<file path="src/rtl/core/irpdt_pkg.sv">
package irpdt_pkg;

  localparam int unsigned TickW     = 16;
  localparam int unsigned RegIdxW   = 3;
  localparam int unsigned ByteW     = 8;
  localparam int unsigned BitIdxW   = 3;
  localparam int unsigned MaxBytesDef = 16;

  localparam logic [TickW-1:0] LeaderMarkRst  = 16'd9000;
  localparam logic [TickW-1:0] LeaderSpaceRst = 16'd4560;
  localparam logic [TickW-1:0] BitMarkRst     = 16'd500;
  localparam logic [TickW-1:0] ZeroSpaceRst   = 16'd500;
  localparam logic [TickW-1:0] OneSpaceRst    = 16'd1690;
  localparam logic [TickW-1:0] StopMarkRst    = 16'd560;

  typedef enum logic [RegIdxW-1:0] {
    REG_LEADER_MARK  = 3'd0,
    REG_LEADER_SPACE = 3'd1,
    REG_BIT_MARK     = 3'd2,
    REG_ZERO_SPACE   = 3'd3,
    REG_ONE_SPACE    = 3'd4,
    REG_STOP_MARK    = 3'd5
  } reg_idx_e;

  typedef enum logic [2:0] {
    PH_IDLE        = 3'd0,
    PH_LEAD_MARK   = 3'd1,
    PH_LEAD_SPACE  = 3'd2,
    PH_BIT_MARK    = 3'd3,
    PH_BIT_SPACE   = 3'd4,
    PH_STOP_MARK   = 3'd5
  } phase_e;

  typedef enum logic [1:0] {
    ST_OK   = 2'd0,
    ST_BUSY = 2'd1,
    ST_FULL = 2'd2
  } status_e;

  typedef enum logic {
    OP_TICK = 1'b0,
    OP_PUSH = 1'b1
  } op_e;

  typedef struct packed {
    logic [TickW-1:0] leader_mark;
    logic [TickW-1:0] leader_space;
    logic [TickW-1:0] bit_mark;
    logic [TickW-1:0] zero_space;
    logic [TickW-1:0] one_space;
    logic [TickW-1:0] stop_mark;
  } timing_cfg_t;

  typedef struct packed {
    status_e status;
    logic    done;
    logic    busy;
    logic    level;
  } result_t;

  typedef struct packed {
    logic wr;
    logic rd;
  } mem_ctl_t;

  // Active-low line: marks drive 0, spaces and idle drive 1.
  function automatic logic ph_level(phase_e ph);
    logic lvl;
    case (ph)
      PH_LEAD_MARK, PH_BIT_MARK, PH_STOP_MARK: lvl = 1'b0;
      default:                                 lvl = 1'b1;
    endcase
    return lvl;
  endfunction

endpackage

</file>
<file path="src/rtl/core/irpdt_frame_mem.sv">
module irpdt_frame_mem #(
  parameter int unsigned MAX_BYTES = irpdt_pkg::MaxBytesDef,
  parameter int unsigned AW        = 4
) (
  input  logic                      clk_i,
  input  irpdt_pkg::mem_ctl_t       ctl_i,
  input  logic [AW-1:0]             addr_i,
  input  logic [irpdt_pkg::ByteW-1:0] wdata_i,
  output logic [irpdt_pkg::ByteW-1:0] rdata_o
);
  import irpdt_pkg::*;

  logic [ByteW-1:0] mem_q [MAX_BYTES];
  logic [ByteW-1:0] rdata_q;

  always_ff @(posedge clk_i) begin
    if (ctl_i.wr) begin
      mem_q[addr_i] <= wdata_i;
    end
  end

  // Read data holds until the next read.
  always_ff @(posedge clk_i) begin
    if (ctl_i.rd) begin
      rdata_q <= mem_q[addr_i];
    end
  end

  assign rdata_o = rdata_q;

endmodule

</file>
<file path="src/rtl/core/irpdt_seq.sv">
module irpdt_seq #(
  parameter int unsigned MAX_BYTES = irpdt_pkg::MaxBytesDef,
  parameter int unsigned AW        = 4
) (
  input  logic                        clk_i,
  input  logic                        rst_ni,
  input  logic                        acc_i,
  input  logic                        op_i,
  input  logic [irpdt_pkg::ByteW-1:0] data_i,
  input  logic                        last_i,
  input  irpdt_pkg::timing_cfg_t      cfg_i,
  output logic                        stall_o,
  output irpdt_pkg::result_t          res_o,
  output irpdt_pkg::mem_ctl_t         mem_ctl_o,
  output logic [AW-1:0]               mem_addr_o,
  output logic [irpdt_pkg::ByteW-1:0] mem_wdata_o,
  input  logic [irpdt_pkg::ByteW-1:0] mem_rdata_i
);
  import irpdt_pkg::*;

  localparam int unsigned CW = $clog2(MAX_BYTES + 1);

  phase_e             phase_q, phase_d;
  logic [TickW-1:0]   tick_q, tick_d;
  logic [CW-1:0]      cnt_q, cnt_d;
  logic [CW-1:0]      idx_q, idx_d;
  logic [BitIdxW-1:0] bit_q, bit_d;
  logic               fetch_q, fetch_d;

  logic             is_push, is_tick, buf_full, push_ok, tick_act, phase_end, cur_bit;
  logic [TickW-1:0] len_sel, len;
  logic [CW-1:0]    idx_nx;

  assign is_push  = acc_i && (op_i == OP_PUSH);
  assign is_tick  = acc_i && (op_i == OP_TICK);
  assign buf_full = (cnt_q >= CW'(MAX_BYTES));
  assign push_ok  = is_push && (phase_q == PH_IDLE) && !buf_full;
  assign tick_act = is_tick && (phase_q != PH_IDLE);
  assign cur_bit  = mem_rdata_i[bit_q];
  assign idx_nx   = idx_q + CW'(1);

  always_comb begin
    case (phase_q)
      PH_LEAD_MARK:  len_sel = cfg_i.leader_mark;
      PH_LEAD_SPACE: len_sel = cfg_i.leader_space;
      PH_BIT_MARK:   len_sel = cfg_i.bit_mark;
      PH_BIT_SPACE:  len_sel = cur_bit ? cfg_i.one_space : cfg_i.zero_space;
      default:       len_sel = cfg_i.stop_mark;
    endcase
  end

  // A zero length counts as one tick.
  assign len       = (len_sel == '0) ? TickW'(1) : len_sel;
  assign phase_end = ({1'b0, tick_q} + (TickW+1)'(1)) >= {1'b0, len};

  // Next state
  always_comb begin
    phase_d = phase_q;
    tick_d  = tick_q;
    cnt_d   = cnt_q;
    idx_d   = idx_q;
    bit_d   = bit_q;
    fetch_d = 1'b0;
    if (push_ok) begin
      cnt_d = cnt_q + CW'(1);
      if (last_i) begin
        phase_d = PH_LEAD_MARK;
        tick_d  = '0;
        idx_d   = '0;
        bit_d   = '0;
        fetch_d = 1'b1;
      end
    end else if (tick_act) begin
      if (!phase_end) begin
        tick_d = tick_q + TickW'(1);
      end else begin
        tick_d = '0;
        case (phase_q)
          PH_LEAD_MARK:  phase_d = PH_LEAD_SPACE;
          PH_LEAD_SPACE: phase_d = PH_BIT_MARK;
          PH_BIT_MARK:   phase_d = PH_BIT_SPACE;
          PH_BIT_SPACE: begin
            bit_d = bit_q + BitIdxW'(1);
            if (bit_q == '1) begin
              idx_d = idx_nx;
              if (idx_nx >= cnt_q) begin
                phase_d = PH_STOP_MARK;
              end else begin
                phase_d = PH_BIT_MARK;
                fetch_d = 1'b1;
              end
            end else begin
              phase_d = PH_BIT_MARK;
            end
          end
          default: begin
            phase_d = PH_IDLE;
            cnt_d   = '0;
            idx_d   = '0;
            bit_d   = '0;
          end
        endcase
      end
    end
  end

  // Outputs
  always_comb begin
    res_o        = '0;
    res_o.status = ST_OK;
    if (is_push) begin
      res_o.level = ph_level(phase_d);
      res_o.busy  = (phase_d != PH_IDLE);
      if (phase_q != PH_IDLE) begin
        res_o.status = ST_BUSY;
      end else if (buf_full) begin
        res_o.status = ST_FULL;
      end
    end else begin
      res_o.level = ph_level(phase_q);
      res_o.busy  = (phase_q != PH_IDLE);
      res_o.done  = tick_act && (phase_q == PH_STOP_MARK) && phase_end;
    end
    mem_ctl_o.wr = push_ok;
    mem_ctl_o.rd = fetch_q;
    mem_addr_o   = fetch_q ? idx_q[AW-1:0] : cnt_q[AW-1:0];
    mem_wdata_o  = data_i;
  end

  assign stall_o = fetch_q;

  always_ff @(posedge clk_i or negedge rst_ni) begin
    if (!rst_ni) begin
      phase_q <= PH_IDLE;
      tick_q  <= '0;
      cnt_q   <= '0;
      idx_q   <= '0;
      bit_q   <= '0;
      fetch_q <= 1'b0;
    end else begin
      phase_q <= phase_d;
      tick_q  <= tick_d;
      cnt_q   <= cnt_d;
      idx_q   <= idx_d;
      bit_q   <= bit_d;
      fetch_q <= fetch_d;
    end
  end

endmodule

</file>
<file path="src/rtl/core/ir_pulse_distance_transmitter_core.sv">
// Channel   Dir  Beat contents
// s_axis    in   tdata: data_byte[7:0]; tuser: op; tlast: last_byte
// m_axis    out  tdata: line_level, busy_res, frame_done, push_status[1:0], 3 zero bits
// cfg       in   cfg_we_i / cfg_idx_i / cfg_wdata_i, one register write per cycle
//
// One input beat per cycle while tready is high, one result beat for each input beat.
// A frame start and every byte boundary cost a stall while the next
// frame byte is read from the single-port frame buffer (registered read data).
// Reset clears the sequencer and valid flag; buffer and result data are not cleared.
// Input is taken when not fetching and the output register is empty or being drained.
module ir_pulse_distance_transmitter_core #(
  parameter int unsigned MAX_BYTES = irpdt_pkg::MaxBytesDef
) (
  input  logic                          clk_i,
  input  logic                          rst_ni,
  input  logic                          s_axis_tvalid_i,
  output logic                          s_axis_tready_o,
  input  logic [7:0]                    s_axis_tdata_i,   // data_byte[7:0]
  input  logic                          s_axis_tuser_i,   // op
  input  logic                          s_axis_tlast_i,
  output logic                          m_axis_tvalid_o,
  input  logic                          m_axis_tready_i,
  // line_level, busy_res, frame_done, push_status[1:0], zero padding
  output logic [7:0]                    m_axis_tdata_o,
  input  logic                          cfg_we_i,
  input  logic [irpdt_pkg::RegIdxW-1:0] cfg_idx_i,
  input  logic [irpdt_pkg::TickW-1:0]   cfg_wdata_i
);
  import irpdt_pkg::*;

  localparam int unsigned AW = (MAX_BYTES > 1) ? $clog2(MAX_BYTES) : 1;

  timing_cfg_t      cfg_q;
  result_t          res, res_q;
  logic             out_vld_q;
  logic             stall, acc;
  mem_ctl_t         mem_ctl;
  logic [AW-1:0]    mem_addr;
  logic [ByteW-1:0] mem_wdata, mem_rdata;

  assign s_axis_tready_o = !stall && (!out_vld_q || m_axis_tready_i);
  assign acc             = s_axis_tvalid_i && s_axis_tready_o;

  always_ff @(posedge clk_i or negedge rst_ni) begin
    if (!rst_ni) begin
      cfg_q.leader_mark  <= LeaderMarkRst;
      cfg_q.leader_space <= LeaderSpaceRst;
      cfg_q.bit_mark     <= BitMarkRst;
      cfg_q.zero_space   <= ZeroSpaceRst;
      cfg_q.one_space    <= OneSpaceRst;
      cfg_q.stop_mark    <= StopMarkRst;
    end else if (cfg_we_i) begin
      case (cfg_idx_i)
        REG_LEADER_MARK:  cfg_q.leader_mark  <= cfg_wdata_i;
        REG_LEADER_SPACE: cfg_q.leader_space <= cfg_wdata_i;
        REG_BIT_MARK:     cfg_q.bit_mark     <= cfg_wdata_i;
        REG_ZERO_SPACE:   cfg_q.zero_space   <= cfg_wdata_i;
        REG_ONE_SPACE:    cfg_q.one_space    <= cfg_wdata_i;
        REG_STOP_MARK:    cfg_q.stop_mark    <= cfg_wdata_i;
        default:          ;  // drop writes beyond the register list
      endcase
    end
  end

  irpdt_seq #(
    .MAX_BYTES (MAX_BYTES),
    .AW        (AW)
  ) u_seq (
    .clk_i       (clk_i),
    .rst_ni      (rst_ni),
    .acc_i       (acc),
    .op_i        (s_axis_tuser_i),
    .data_i      (s_axis_tdata_i),
    .last_i      (s_axis_tlast_i),
    .cfg_i       (cfg_q),
    .stall_o     (stall),
    .res_o       (res),
    .mem_ctl_o   (mem_ctl),
    .mem_addr_o  (mem_addr),
    .mem_wdata_o (mem_wdata),
    .mem_rdata_i (mem_rdata)
  );

  irpdt_frame_mem #(
    .MAX_BYTES (MAX_BYTES),
    .AW        (AW)
  ) u_mem (
    .clk_i   (clk_i),
    .ctl_i   (mem_ctl),
    .addr_i  (mem_addr),
    .wdata_i (mem_wdata),
    .rdata_o (mem_rdata)
  );

  always_ff @(posedge clk_i or negedge rst_ni) begin
    if (!rst_ni) begin
      out_vld_q <= 1'b0;
    end else if (acc) begin
      out_vld_q <= 1'b1;
    end else if (m_axis_tready_i) begin
      out_vld_q <= 1'b0;
    end
  end

  always_ff @(posedge clk_i) begin
    if (acc) begin
      res_q <= res;
    end
  end

  assign m_axis_tvalid_o = out_vld_q;
  assign m_axis_tdata_o  = {3'b000, res_q.status, res_q.done, res_q.busy, res_q.level};

`ifndef SYNTHESIS
  a_no_accept_on_fetch: assert property (@(posedge clk_i) disable iff (!rst_ni)
    stall |-> !s_axis_tready_o)
    else $error("input beat taken during buffer fetch");

  a_done_while_busy: assert property (@(posedge clk_i) disable iff (!rst_ni)
    (acc && res.done) |-> (res.busy && !res.level && !s_axis_tuser_i))
    else $error("frame end outside a stop mark tick");

  a_status_on_push: assert property (@(posedge clk_i) disable iff (!rst_ni)
    (acc && res.status != ST_OK) |-> s_axis_tuser_i)
    else $error("reject status on a tick beat");

  a_out_loaded: assert property (@(posedge clk_i) disable iff (!rst_ni)
    acc |=> m_axis_tvalid_o)
    else $error("accepted beat produced no result");
`endif

endmodule
</file>
<file path="config.mk">
export PLATFORM = sky130hd
export DESIGN_NAME = ir_pulse_distance_transmitter_core
export DESIGN_NICKNAME = d
export VERILOG_FILES = /design/src/rtl/core/irpdt_pkg.sv /design/src/rtl/core/irpdt_frame_mem.sv /design/src/rtl/core/irpdt_seq.sv /design/src/rtl/core/ir_pulse_distance_transmitter_core.sv
export SDC_FILE = /design/constraint.sdc
export NUM_CORES = 1
export LEC_CHECK = 0
export BUFFER_PORTS_ARGS = -buffer_cell sky130_fd_sc_hd__buf_2
export CORE_MARGIN = 1
export CORE_UTILIZATION = 50
export CTS_BUF_LIST = sky130_fd_sc_hd__clkbuf_2
export DETAILED_ROUTE_END_ITERATION = 8
export GPL_TIMING_DRIVEN = 0
export PLACE_DENSITY = 0.66
export SLEW_MARGIN = 5
export SYNTH_ARGS = -nofsm -noshare
export SYNTH_HDL_FRONTEND = slang
export SYNTH_SLANG_ARGS = --single-unit
</file>
<file path="constraint.sdc">
create_clock -name clk_i -period 11.7 [get_ports clk_i]
set_input_delay 1.17 -clock clk_i [delete_from_list [all_inputs] [get_ports clk_i]]
set_output_delay 1.17 -clock clk_i [all_outputs]
set_load 0.1 [all_outputs]
</file>
== Yosys cells after proc, flatten, opt, wreduce, memory -nomap -nowiden ==
Memories as Yosys holds them, arrays and structs flattened. A register that Yosys moved wholly into a read port is not among the register bits.
Cells that the tools add are included.

* Register bits after elaboration: 135
* RAM bits: 128
* Bits of input ports: 34
* Word-level logic and storage cells: 132
* Memories: 1

{| class="wikitable"
|+ Memory list
! memory !! words !! width !! read ports !! clocked after memory_dff !! write ports !! line !! source
|-
| u_mem.mem_q || 16 || 8 || 1 || 1 || 1 || irpdt_frame_mem.sv:13 || <nowiki>logic [ByteW-1:0] mem_q [MAX_BYTES];</nowiki>
|}

* Add/subtract/negate cells: 5
* Order comparisons: 4
* Equality and inequality tests: 18
* Multiplexer cells: 48
* Bitwise gates (word level): 2
* Reductions and logical operators: 36

{| class="wikitable"
|+ Operator list
! operator !! number
|-
| 16-bit 2-to-1 mux || 6
|-
| 16-bit one-hot mux with 4 select lines || 1
|-
| 5-bit 2-to-1 mux || 9
|-
| 3-bit 2-to-1 mux || 10
|-
| 3-bit == test (second input constant) || 6
|-
| 16-bit by 1-bit adder with 17-bit output (second input constant) || 1
|-
| 17-bit by 16-bit >= comparator with 1-bit output || 1
|-
| 16-bit by 1-bit adder with 16-bit output (second input constant) || 1
|-
| 16-bit logical NOT || 1
|-
| 3-bit by 2-bit == test with 1-bit output (second input constant) || 5
|-
| 1-bit 2-to-1 mux || 15
|-
| 2-bit AND reduction || 7
|-
| 3-bit one-hot mux with 4 select lines || 1
|-
| 5-bit by 1-bit adder with 5-bit output (second input constant) || 2
|-
| 5-bit one-hot mux with 2 select lines || 1
|-
| 3-bit by 1-bit == test with 1-bit output (second input constant) || 3
|-
| 1-bit logical AND || 9
|-
| 3-bit OR reduction || 3
|-
| 3-bit logical NOT || 2
|-
| 3-bit one-hot mux with 2 select lines || 1
|-
| 2-bit nonzero test || 3
|-
| 3-bit nonzero test || 2
|-
| 5-bit >= comparator || 1
|-
| 5-bit >= comparator (second input constant) || 1
|-
| other kinds (16) || 21
|}

== Logic depth before layout (Yosys ltp) ==
Gate-level depths: netlist of the first run.

* Depth after elaboration: 14
* Mapped depth: 17

== Hierarchy ==
From an unflattened synthesis of the first run, not the netlist that was laid out.

* Cells, all modules: 882
* Area total of the unflattened synthesis: 12628.4 µm²

{| class="wikitable"
|+ Modules (own cells, without submodules)
! module !! instances !! cells each !! area an instance (µm²) !! seq. area each (µm²)
|-
| irpdt_frame_mem || 1 || 230 || 5147.4 || 4083.9
|-
| ir_pulse_distance_transmitter_core || 1 || 223 || 3982.6 || 2616.3
|-
| irpdt_seq || 1 || 429 || 3498.4 || 825.8
|}

== Worst setup path after synthesis of the first run ==
No wires, ideal clock.

* Kind: reg2reg
* Start point: register u_seq.bit_q[1]
* End point: register u_seq.idx_q[2]
* Library setup time: 0.126 ns
* Data arrival time: 3.580 ns
* Data required time: 11.574 ns
* Setup slack: 7.994 ns
* Stages on the path, launching flop included: 15
* Clock period less this slack: 3.706 ns
* Cell sequence: dfrtp_1 > mux4_2 > mux2i_4 > mux2_2 > o22ai_1 > nand4_1 > o31ai_1 > ha_1 > nand3_1 > nor4_1 > o21ai_0 > nand3b_1 > o21ai_2 > nand2_2 > a221o_1

* Cells in the longest elaborated chain, start to end: 9
* Elaborated cells between the ends (all ways): 11
* Classes of those cells: order compare: 1; eq/ne: 2; mux: 5; reduce/logical: 3

{| class="wikitable"
|+ Ends and longest elaborated chain
! element !! line !! source
|-
| start: declaration || irpdt_seq.sv:27 || <nowiki>logic [BitIdxW-1:0] bit_q, bit_d;</nowiki>
|-
| start signal: assignment || irpdt_seq.sv:145 || <nowiki>bit_q <= bit_d;</nowiki>
|-
| 1-bit binary-select mux with 3-bit select || irpdt_seq.sv:39 || <nowiki>assign cur_bit = mem_rdata_i[bit_q];</nowiki>
|-
| 1-bit 2-to-1 mux (implied by the code) || irpdt_seq.sv:39 ||
|-
| 16-bit 2-to-1 mux || irpdt_seq.sv:47 || <nowiki>PH_BIT_SPACE: len_sel = cur_bit ? cfg_i.one_space : cfg_i.zero_space;</nowiki>
|-
| 16-bit one-hot mux with 4 select lines || irpdt_seq.sv:43 || <nowiki>case (phase_q)</nowiki>
|-
| 16-bit logical NOT || irpdt_seq.sv:53 || <nowiki>assign len = (len_sel == '0) ? TickW'(1) : len_sel;</nowiki>
|-
| 16-bit 2-to-1 mux || irpdt_seq.sv:53 ||
|-
| 17-bit by 16-bit >= comparator with 1-bit output || irpdt_seq.sv:54 || <nowiki>assign phase_end = ({1'b0, tick_q} + (TickW+1)'(1)) >= {1'b0, len};</nowiki>
|-
| 2-bit nonzero test (no line) || - ||
|-
| 5-bit AND reduction (no line) (*) || - ||
|-
| end signal: assignment || irpdt_seq.sv:144 || <nowiki>idx_q <= idx_d;</nowiki>
|-
| end: declaration || irpdt_seq.sv:26 || <nowiki>logic [CW-1:0] idx_q, idx_d;</nowiki>
|}

Mark *: on every way between the ends. The rest lies on a longest branch, timed or not. The select of a mux whose other input is x is not followed.
A chain may end at the register's enable or synchronous reset.

== Worst setup path in the final report of the first run ==
Ends and elaborated chain as after synthesis.

==> results.md, run 1 <==
- The number of distinct library cells after synthesis is 75.
- Setup repair after global routing left no endpoint under its margin.
- The net count reported at finish is ~1000.
- The clock-pin slew on the worst setup and hold paths is approximately 0.10 ns.
- The start of the worst register-to-register path is u_seq.bit_q[1].
- The transition time at the pin with the least slew margin is 1.00 ns.
- The leftover overflow at the end of global routing is 0.
- The reported max-cap violation count is 0.
- The number of buffers inserted to repair setup after CTS is 0.
- The full die area is between 20000 and 30000 um2.
- The initial antenna violation count is 1.
- Dividing the final minimum period by the clock period gives 0.394.
- The run finished with clean final reports.
- The mean cell area of the mapped netlist is 14.4 um2.
- Of all cell types, the one taking the most synthesized area is edfxtp_1.
- The leading register cell type out of synthesis is edfxtp_1.
- Summed over all cells, the static leakage comes to roughly 5.4 nW.
- The post-synthesis instance total is 869.
- The wire length reported by the detailed router is 27600 um.
- The via count of the first global-routing pass is between 7000 and 8000.
- The Yosys step of the flow raised 0 warnings.
- The endpoint class of the critical path is a register.
- The die boundary width is 160 um.
- The longest clock path from root to sink contains 3 buffers.
- The required time of the worst setup path is about 12 ns.
- The total negative setup slack is 0 ns.
- The post-cts sizing count is 0.
- Across every metal layer, demand over resource in global routing totals 0.225.
- For this run, the top clock speed supported by timing is 217 MHz.
- The design draws approximately 2.9 mW.
- The fraction of registers with async set/reset is 0.480.
- The library cells used most frequently in the layout, excluding fill and tap cells, are edfxtp_1 (141), mux2_2 (112), clkbuf_2 (110), dfrtp_1 (99), nor2_1 (60).
- The power per unit of standard cell area is approximately 210 nW/um2.
- Dividing the detail-routed via count by the number of cells gives 5.66.
- The congestion estimate from routability-driven global placement came to roughly 0.82.
- The time the final worst path needs with I/O delays and setup is around 4.6 ns.
- The detailed-router iteration count before antenna repair is 5.
- The classification of the worst-slack hold path is in -> async.
- The worst slew margin relative to its limit is 0.326.
- Port buffering added 38 buffers.
- The largest fanout on the critical path is 10.
- The worst setup path is launched from a register.
- TritonCTS built the clock tree.
- The effective utilization at floorplan is 0.513.
- The number of flip-flops and latches in the synthesized netlist is 271.
- For this design the top-level I/O count stands at 44.
- Of the post-synthesis cell area, the dominant cell type holds 0.337.
- The ratio of cells with drive above 1 in the final layout is 0.367.
- Data on the critical path arrives at its endpoint at 5.31 ns.
- The first-iteration detailed-routing DRC count is 407.
- The number of hold violations in the final report is 0.
- Setup violations remaining at the end of the flow were counted as 0.
- The classification of the worst setup path is reg -> reg.
- Entering global routing, the biggest net connects slightly above 90 pins.
- The number of buffers inserted by hold repair at cts is 0.
- The clock skew after layout is 0.102 ns.
- The post-synthesis instance area is approximately 13000 um2.
- Clock tree synthesis found a total of 271 sinks.
- The later-pin clock latency in the skew report is about 0.88 ns.
- The worst vdd rail ir drop is between 0.1 and 0.15 mV.
- Summed over all nets, the half-perimeter wirelength after detailed placement is approximately 19000 um.
- In this run the core area contains 57 standard-cell rows.
- The number of max-slew violations in the final report is 0.
- The first global-routing pass estimated roughly 44000 um of wire.
- Yosys attributes the largest share of cell area to edfxtp_1 (34%), dfrtp_1 (20%), mux2_2 (10%).
- The floorplan step set the die height to 160 um.
- The buffer type at the clock tree root is clkbuf_2.
- The number of enable-type register cells in the synthesized netlist is approximately 140.
- The critical path launch point is u_seq.bit_q[1].
- In this run the remaining antenna-violating nets after routing total 0.
- The H-tree was split into 3 levels.
- The number of clock buffers inserted by TritonCTS is 70.
- In this run the standard cell core region covers ~24000 um2.
- After detailed routing, the number of remaining DRC violations is 0.
- The most frequent standard cell in the layout excluding fill and tap cells is edfxtp_1.
- The routed wire length per instance is 20.3 um.
- The share of the yosys chip area belonging to registers is 0.600.
- Detailed routing inserted a total of ~7700 vias.
- Relative to the synthesized area, the layout overhead comes to 10.2%.
-- metrics by stage --
stage                     setup slack [ns]  utilization  instance area (um2)  hold WS, ns  std cells
after floorplan                       7.99            -                12600        0.475        871
after global placement                7.14        0.538                13200        0.484       1233
after detailed placement              7.16        0.539                13200        0.493       1234
after CTS                             7.06        0.566                13800        0.169       1357
after global routing                  6.77        0.566                13800        0.187       1358
final                                 7.09        0.566                13800        0.217       1358
-- cell type report --
| type | instances | area [um2] |
|---|---|---|
| plain buffers | 43 | 218 |
| clock buffers | 110 | 551 |
| flip-flops and latches | 271 | 7530 |
| repair buffers | 39 | 224 |
| well taps | 324 | 405 |
| diodes | 1 | 2.50 |
| multi-input cells | 546 | 4760 |
| clock inverters | 13 | 95.1 |
| fillers | 2025 | 10600 |
| inverters | 11 | 55.1 |
-- sequential cells by signal, summed over array words and instances, names as in the netlist, 3 cells and up --
register / count
cfg_q: 96
u_seq.idx_q: 5
u_mem.rdata_o: 8
u_seq.phase_q: 3
u_seq.bit_q: 3
u_mem.mem_q: 128
m_axis_tdata_o: 5
u_seq.cnt_q: 5
u_seq.tick_q: 16
-- synth_stat cells (all sizes together), types with 3 or more instances --
cell type / number
a211oi: 25
a21o: 7
a21oi: 12
a221o: 3
a22o: 9
a31oi: 8
and2: 10
and3: 10
buf: 20
clkbuf: 23
dfrtp: 99
dfstp: 31
edfxtp: 141
ha: 27
inv: 10
mux2: 112
mux2i: 20
mux4: 35
nand2: 56
nand2b: 5
nand3: 18
nand4: 6
nor2: 61
nor2b: 4
nor3: 10
o21ai: 20
o22a: 15
o22ai: 17
o31ai: 3
or3: 5
xnor2: 12
xor2: 5
-- cell families after synthesis --
kind of cell,synth area share
AOI/OAI and AO/OA,0.0795
muxes,0.181
other,0.000299
DFF,0.600
buffers and inverters,0.0217
xor gates and xnor gates,0.0119
adders and majority gates,0.0269
and+or+nand+nor,0.0796
-- critical path: stages (launching register included) --
cell and delay [ns]:
dfrtp_1 0.45, mux4_2 0.55, mux2i_4 0.45, buf_6 0.28, mux2i_1 0.24, o22a_1 0.30, nand4_1 0.11, o31ai_1 0.26
ha_1 0.28, nand3_1 0.07, nor4_1 0.05, o21ai_0 0.24, nand3b_1 0.21, o21ai_2 0.43, nand2_2 0.18, a221o_1 0.36
-- report_power, final --
group	total [mW]	switching, mW	internal [mW]
registers	1.20	0.0698	1.13
clock network	0.649	0.378	0.271
logic	1.02	0.583	0.436
total	2.87	1.03	1.84
-- metal layers --
layer,vias up,track usage,routed length (um)
met5,-,0,0
met4,0,0.0814,627
met3,57,0.0460,1450
met2,227,0.384,13900
met1,3810,0.284,11600
li1,3592,-,-
-- final timing paths --
path | end | slack, ns | cells past startpoint
min in group clk_i | cfg_q[48] | 0.51 | 1
max | u_seq.idx_q[2] | 7.09 | 15
max in group asynchronous | cfg_q[23] | 10.63 | 2
max reg2reg | u_seq.idx_q[2] | 7.09 | 15
min reg2reg | cfg_q[48] | 0.51 | 1
min | u_seq.tick_q[4] | 0.22 | 1
Power figures use the tool's default switching activity.
==> run 2: changes to the inputs <==
--- a/config.mk
+++ b/config.mk
@@ -11,7 +11,7 @@
 export CTS_BUF_LIST = sky130_fd_sc_hd__clkbuf_2
 export DETAILED_ROUTE_END_ITERATION = 8
 export GPL_TIMING_DRIVEN = 0
-export PLACE_DENSITY = 0.66
+export PLACE_DENSITY = 0.68
 export SLEW_MARGIN = 5
 export SYNTH_ARGS = -nofsm -noshare
 export SYNTH_HDL_FRONTEND = slang
==> constraint.sdc (replaced) <==
create_clock -name clk_i -period 3.9 [get_ports clk_i]
set_input_delay 0.39 -clock clk_i [delete_from_list [all_inputs] [get_ports clk_i]]
set_output_delay 0.39 -clock clk_i [all_outputs]
set_load 0.1 [all_outputs]
==> results.md, run 2 (same netlist as run 1, synthesis figures left out) <==
- The routed design has about 28000 um of wire.
- The register with the most flip-flops in the layout has about 130 of them.
- The area growth from synthesis to final layout is 15.2%.
- Static timing analysis puts the maximum clock frequency at between 200 and 250 MHz.
- The setup slack on the worst flop-to-flop path is -0.17 ns.
- The remaining number of nets flagged by the antenna check after routing is 0.
- The leakage power total is between 5 and 6 nW.
- The longest clock path from root to sink contains 3 buffers.
- The full die area is 25700 um2.
- The die is around 160 um wide.
- The internal portion of total power is between 5 and 6 mW.
- The slowest stage of the critical path is the mux4_2 cell.
- The count of clock tree sinks is 271.
- STA classifies the critical path startpoint as a register.
- In this run the worst hold path is classified as in -> async.
- In this run the power spent charging and discharging nets is roughly 3.1 mW.
- The final reports fail on negative setup slack.
- The later-pin clock latency in the skew report is about 0.84 ns.
- The final-report setup violation count is 27.
- The number of H-tree levels is 3.
- Dividing the final minimum period by the clock period gives 1.04.
- The first global-routing pass estimated ~44000 um of wire.
- Leaving out fill and tap cells, the most frequent cell in the layout is edfxtp_1.
- Setup repair after global routing could not meet its margin everywhere.
- In this run the vertical extent of the chip is 160 um.
- The non-filler instance count after layout is between 1000 and 1500.
- For this configuration, the core starts out at a cell density of 0.513.
- The power per unit of standard cell area is between 600 and 700 nW/um2.
- The run finished, with violations left.
- between 40 and 50 I/O pins were placed.
- The completed layout was analyzed and its total power is 8.85 mW.
- Of the total power, combinational logic draws 0.360.
- The number of clock buffers inserted by TritonCTS is 71.
- The number of hold violations in the final report is 0.
- The placed wire-length estimate is ~18000 um.
- In the final layout, the registers with the most flip-flops are u_mem.mem_q x128, cfg_q x96, u_seq.tick_q x16.
- The setup slack at placement is -0.650 ns.
- The via count of the routed design is about 7800.
- The classification of the worst setup path is reg -> reg.
- The number of max-slew violations in the final report was 0.
- The remaining design rule violation count is 0.
- The total core area is between 20000 and 25000 um2.
- Dividing the detail-routed via count by the number of cells gives between 5 and 6.
- The switching portion of total power is 0.353.
- The ratio of cells with drive above 1 in the final layout is 0.383.
- The leftover overflow at the end of global routing is 0.
- The layout filler cell count is about 1900.
- The via count of the first global-routing pass came to about 8100.
- The overall global routing resource usage is 0.223.
- Hold timing on the final database bottoms out at a slack of approximately 0.077 ns.
- The initial antenna violation count is 1.
- In this design, the stage delay of the slowest critical-path cell is between 0.5 and 0.6 ns.
- The required time of the worst setup path is between 4 and 5 ns.
- The reported max-cap violation count is 0.
- The standard-cell row count is between 50 and 60.
- Before antenna repair, the detailed router went through 4 iterations.
- For the worst setup path, the data arrival time is between 4 and 5 ns.
- The worst slew margin relative to its limit is 0.242.
- The worst setup path is captured at a register.
- VDD sags by at most 0.284 mV.
- The clock skew after layout is between 0.09 and 0.1 ns.
- The congestion estimate from routability-driven global placement came to 0.840.
- The setup slack of the critical path after layout is -0.170 ns.
- Traced cell by cell, the critical path runs through mux4_2 > mux2i_4 > buf_12 > mux2i_2 > o22a_1 > nand4_1 > nand4b_1 > o31ai_2 > ha_1 > nand3_2 > nor4_4 > o21ai_2 > nand3b_1 > o21ai_4 > buf_6 > a311oi_2 > a21o_2.
- Adding up every negative setup slack in the final design gives -1.61 ns.
- Leaving out fill and tap cells, the most frequent cells in the layout are edfxtp_1 (141), mux2_2 (112), clkbuf_2 (111), dfrtp_1 (99), nor2_1 (60).
- Counting tap cells, the placed design contains a total of about 1200 instances.
- After detailed routing, the average wire length per cell comes to around 20 um.
- The net count reported at finish is around 1100.
- The register ranked first by flip-flop count is u_mem.mem_q.
- The time the final worst path needs with I/O delays and setup is roughly 4.1 ns.
- The number of buffers added on ports is 38.
- The largest net degree at the start of global routing is a little under 80.
- The CTS tree is done.
- In this run the clock root is driven by a clkbuf_2.
- Of the total power, the clock network draws 0.234.
- At the pin with the least slew margin, the transition time is between 1 and 1.5 ns.
- The first-iteration detailed-routing DRC count is 470.
- The clock-pin slew on the worst setup and hold paths is approximately 0.10 ns.
- The share of total power dissipated in sequential elements is 0.406.
- The largest fanout on the critical path is 6.
[run 2: cell count changes in the layout (fill, tap and decap cells not counted), sizes merged]
cell / before / now
buf: 59 / 74
bufinv: 2 / 4
clkinv: 10 / 8
dlygate4sd3: 0 / 27
[run 2: metrics by stage]
| step | utilization | cell area (um2) |
|---|---|---|
| detailed placement | 0.539 | 13200 |
| global placement | 0.538 | 13200 |
| finish | 0.591 | 14500 |
| CTS | 0.586 | 14300 |
| global route | 0.591 | 14500 |
| floorplan | - | 12600 |
[run 2: worst paths after layout]
path | from | cells after the start | endpoint
max | u_seq.bit_q[1] | 17 | u_seq.idx_q[1]
max in group asynchronous | rst_ni | 3 | cfg_q[5]
max reg2reg | u_seq.bit_q[1] | 17 | u_seq.idx_q[1]
min in group clk_i | s_axis_tvalid_i | 3 | m_axis_tdata_o[2]
min | rst_ni | 2 | u_seq.tick_q[0]
min reg2reg | cfg_q[64] | 1 | cfg_q[64]
[run 2: power by group through the flow]
stage,Clock (mW),Sequential [mW],Combinational (mW)
6_report,2.07,3.60,3.19
4_1_cts,2.13,3.59,3.16
2_1_floorplan,0,3.66,2.18
3_5_place_dp,0,3.65,3.02
3_3_place_gp,0,3.64,2.97
5_1_grt,2.27,3.64,3.47
[run 2: critical path, delay by kind of cell (launching register included)]
kind / cells / cell delay, ns
buffers and inverters: 2 / 0.33
muxes: 3 / 0.98
and+or+nand+nor: 5 / 0.72
DFF: 1 / 0.41
AOI/OAI and AO/OA: 6 / 1.24
adders and majority gates: 1 / 0.28
[run 2: area by class of cell]
cell class	instances	area, um2	area share
buffer	43	228	0.0157
tap	324	405	0.0280
antenna	1	2.50	0.000173
multi-input combinational	546	4900	0.339
inverter	11	55.1	0.00381
timing repair buffer	82	663	0.0459
sequential	271	7530	0.520
clock buffer	109	546	0.0377
clock inverter	13	133	0.00917
[run 2: metal layers]
metal,track usage,vias up,share of wire
met5,0,-,0
met4,0.109,0,0.035
met3,0.0429,68,0.042
met2,0.369,189,0.50
met1,0.283,3892,0.42
li1,-,3684,-
[run 2: timing repair]
action	CTS	global route
gates resized for setup	22	15
endpoints found under the hold margin	324	0
cloned	0	1
setup endpoints to repair	34	34
buffers inserted	12	3
hold buffers	27	0
pin swaps	16	10
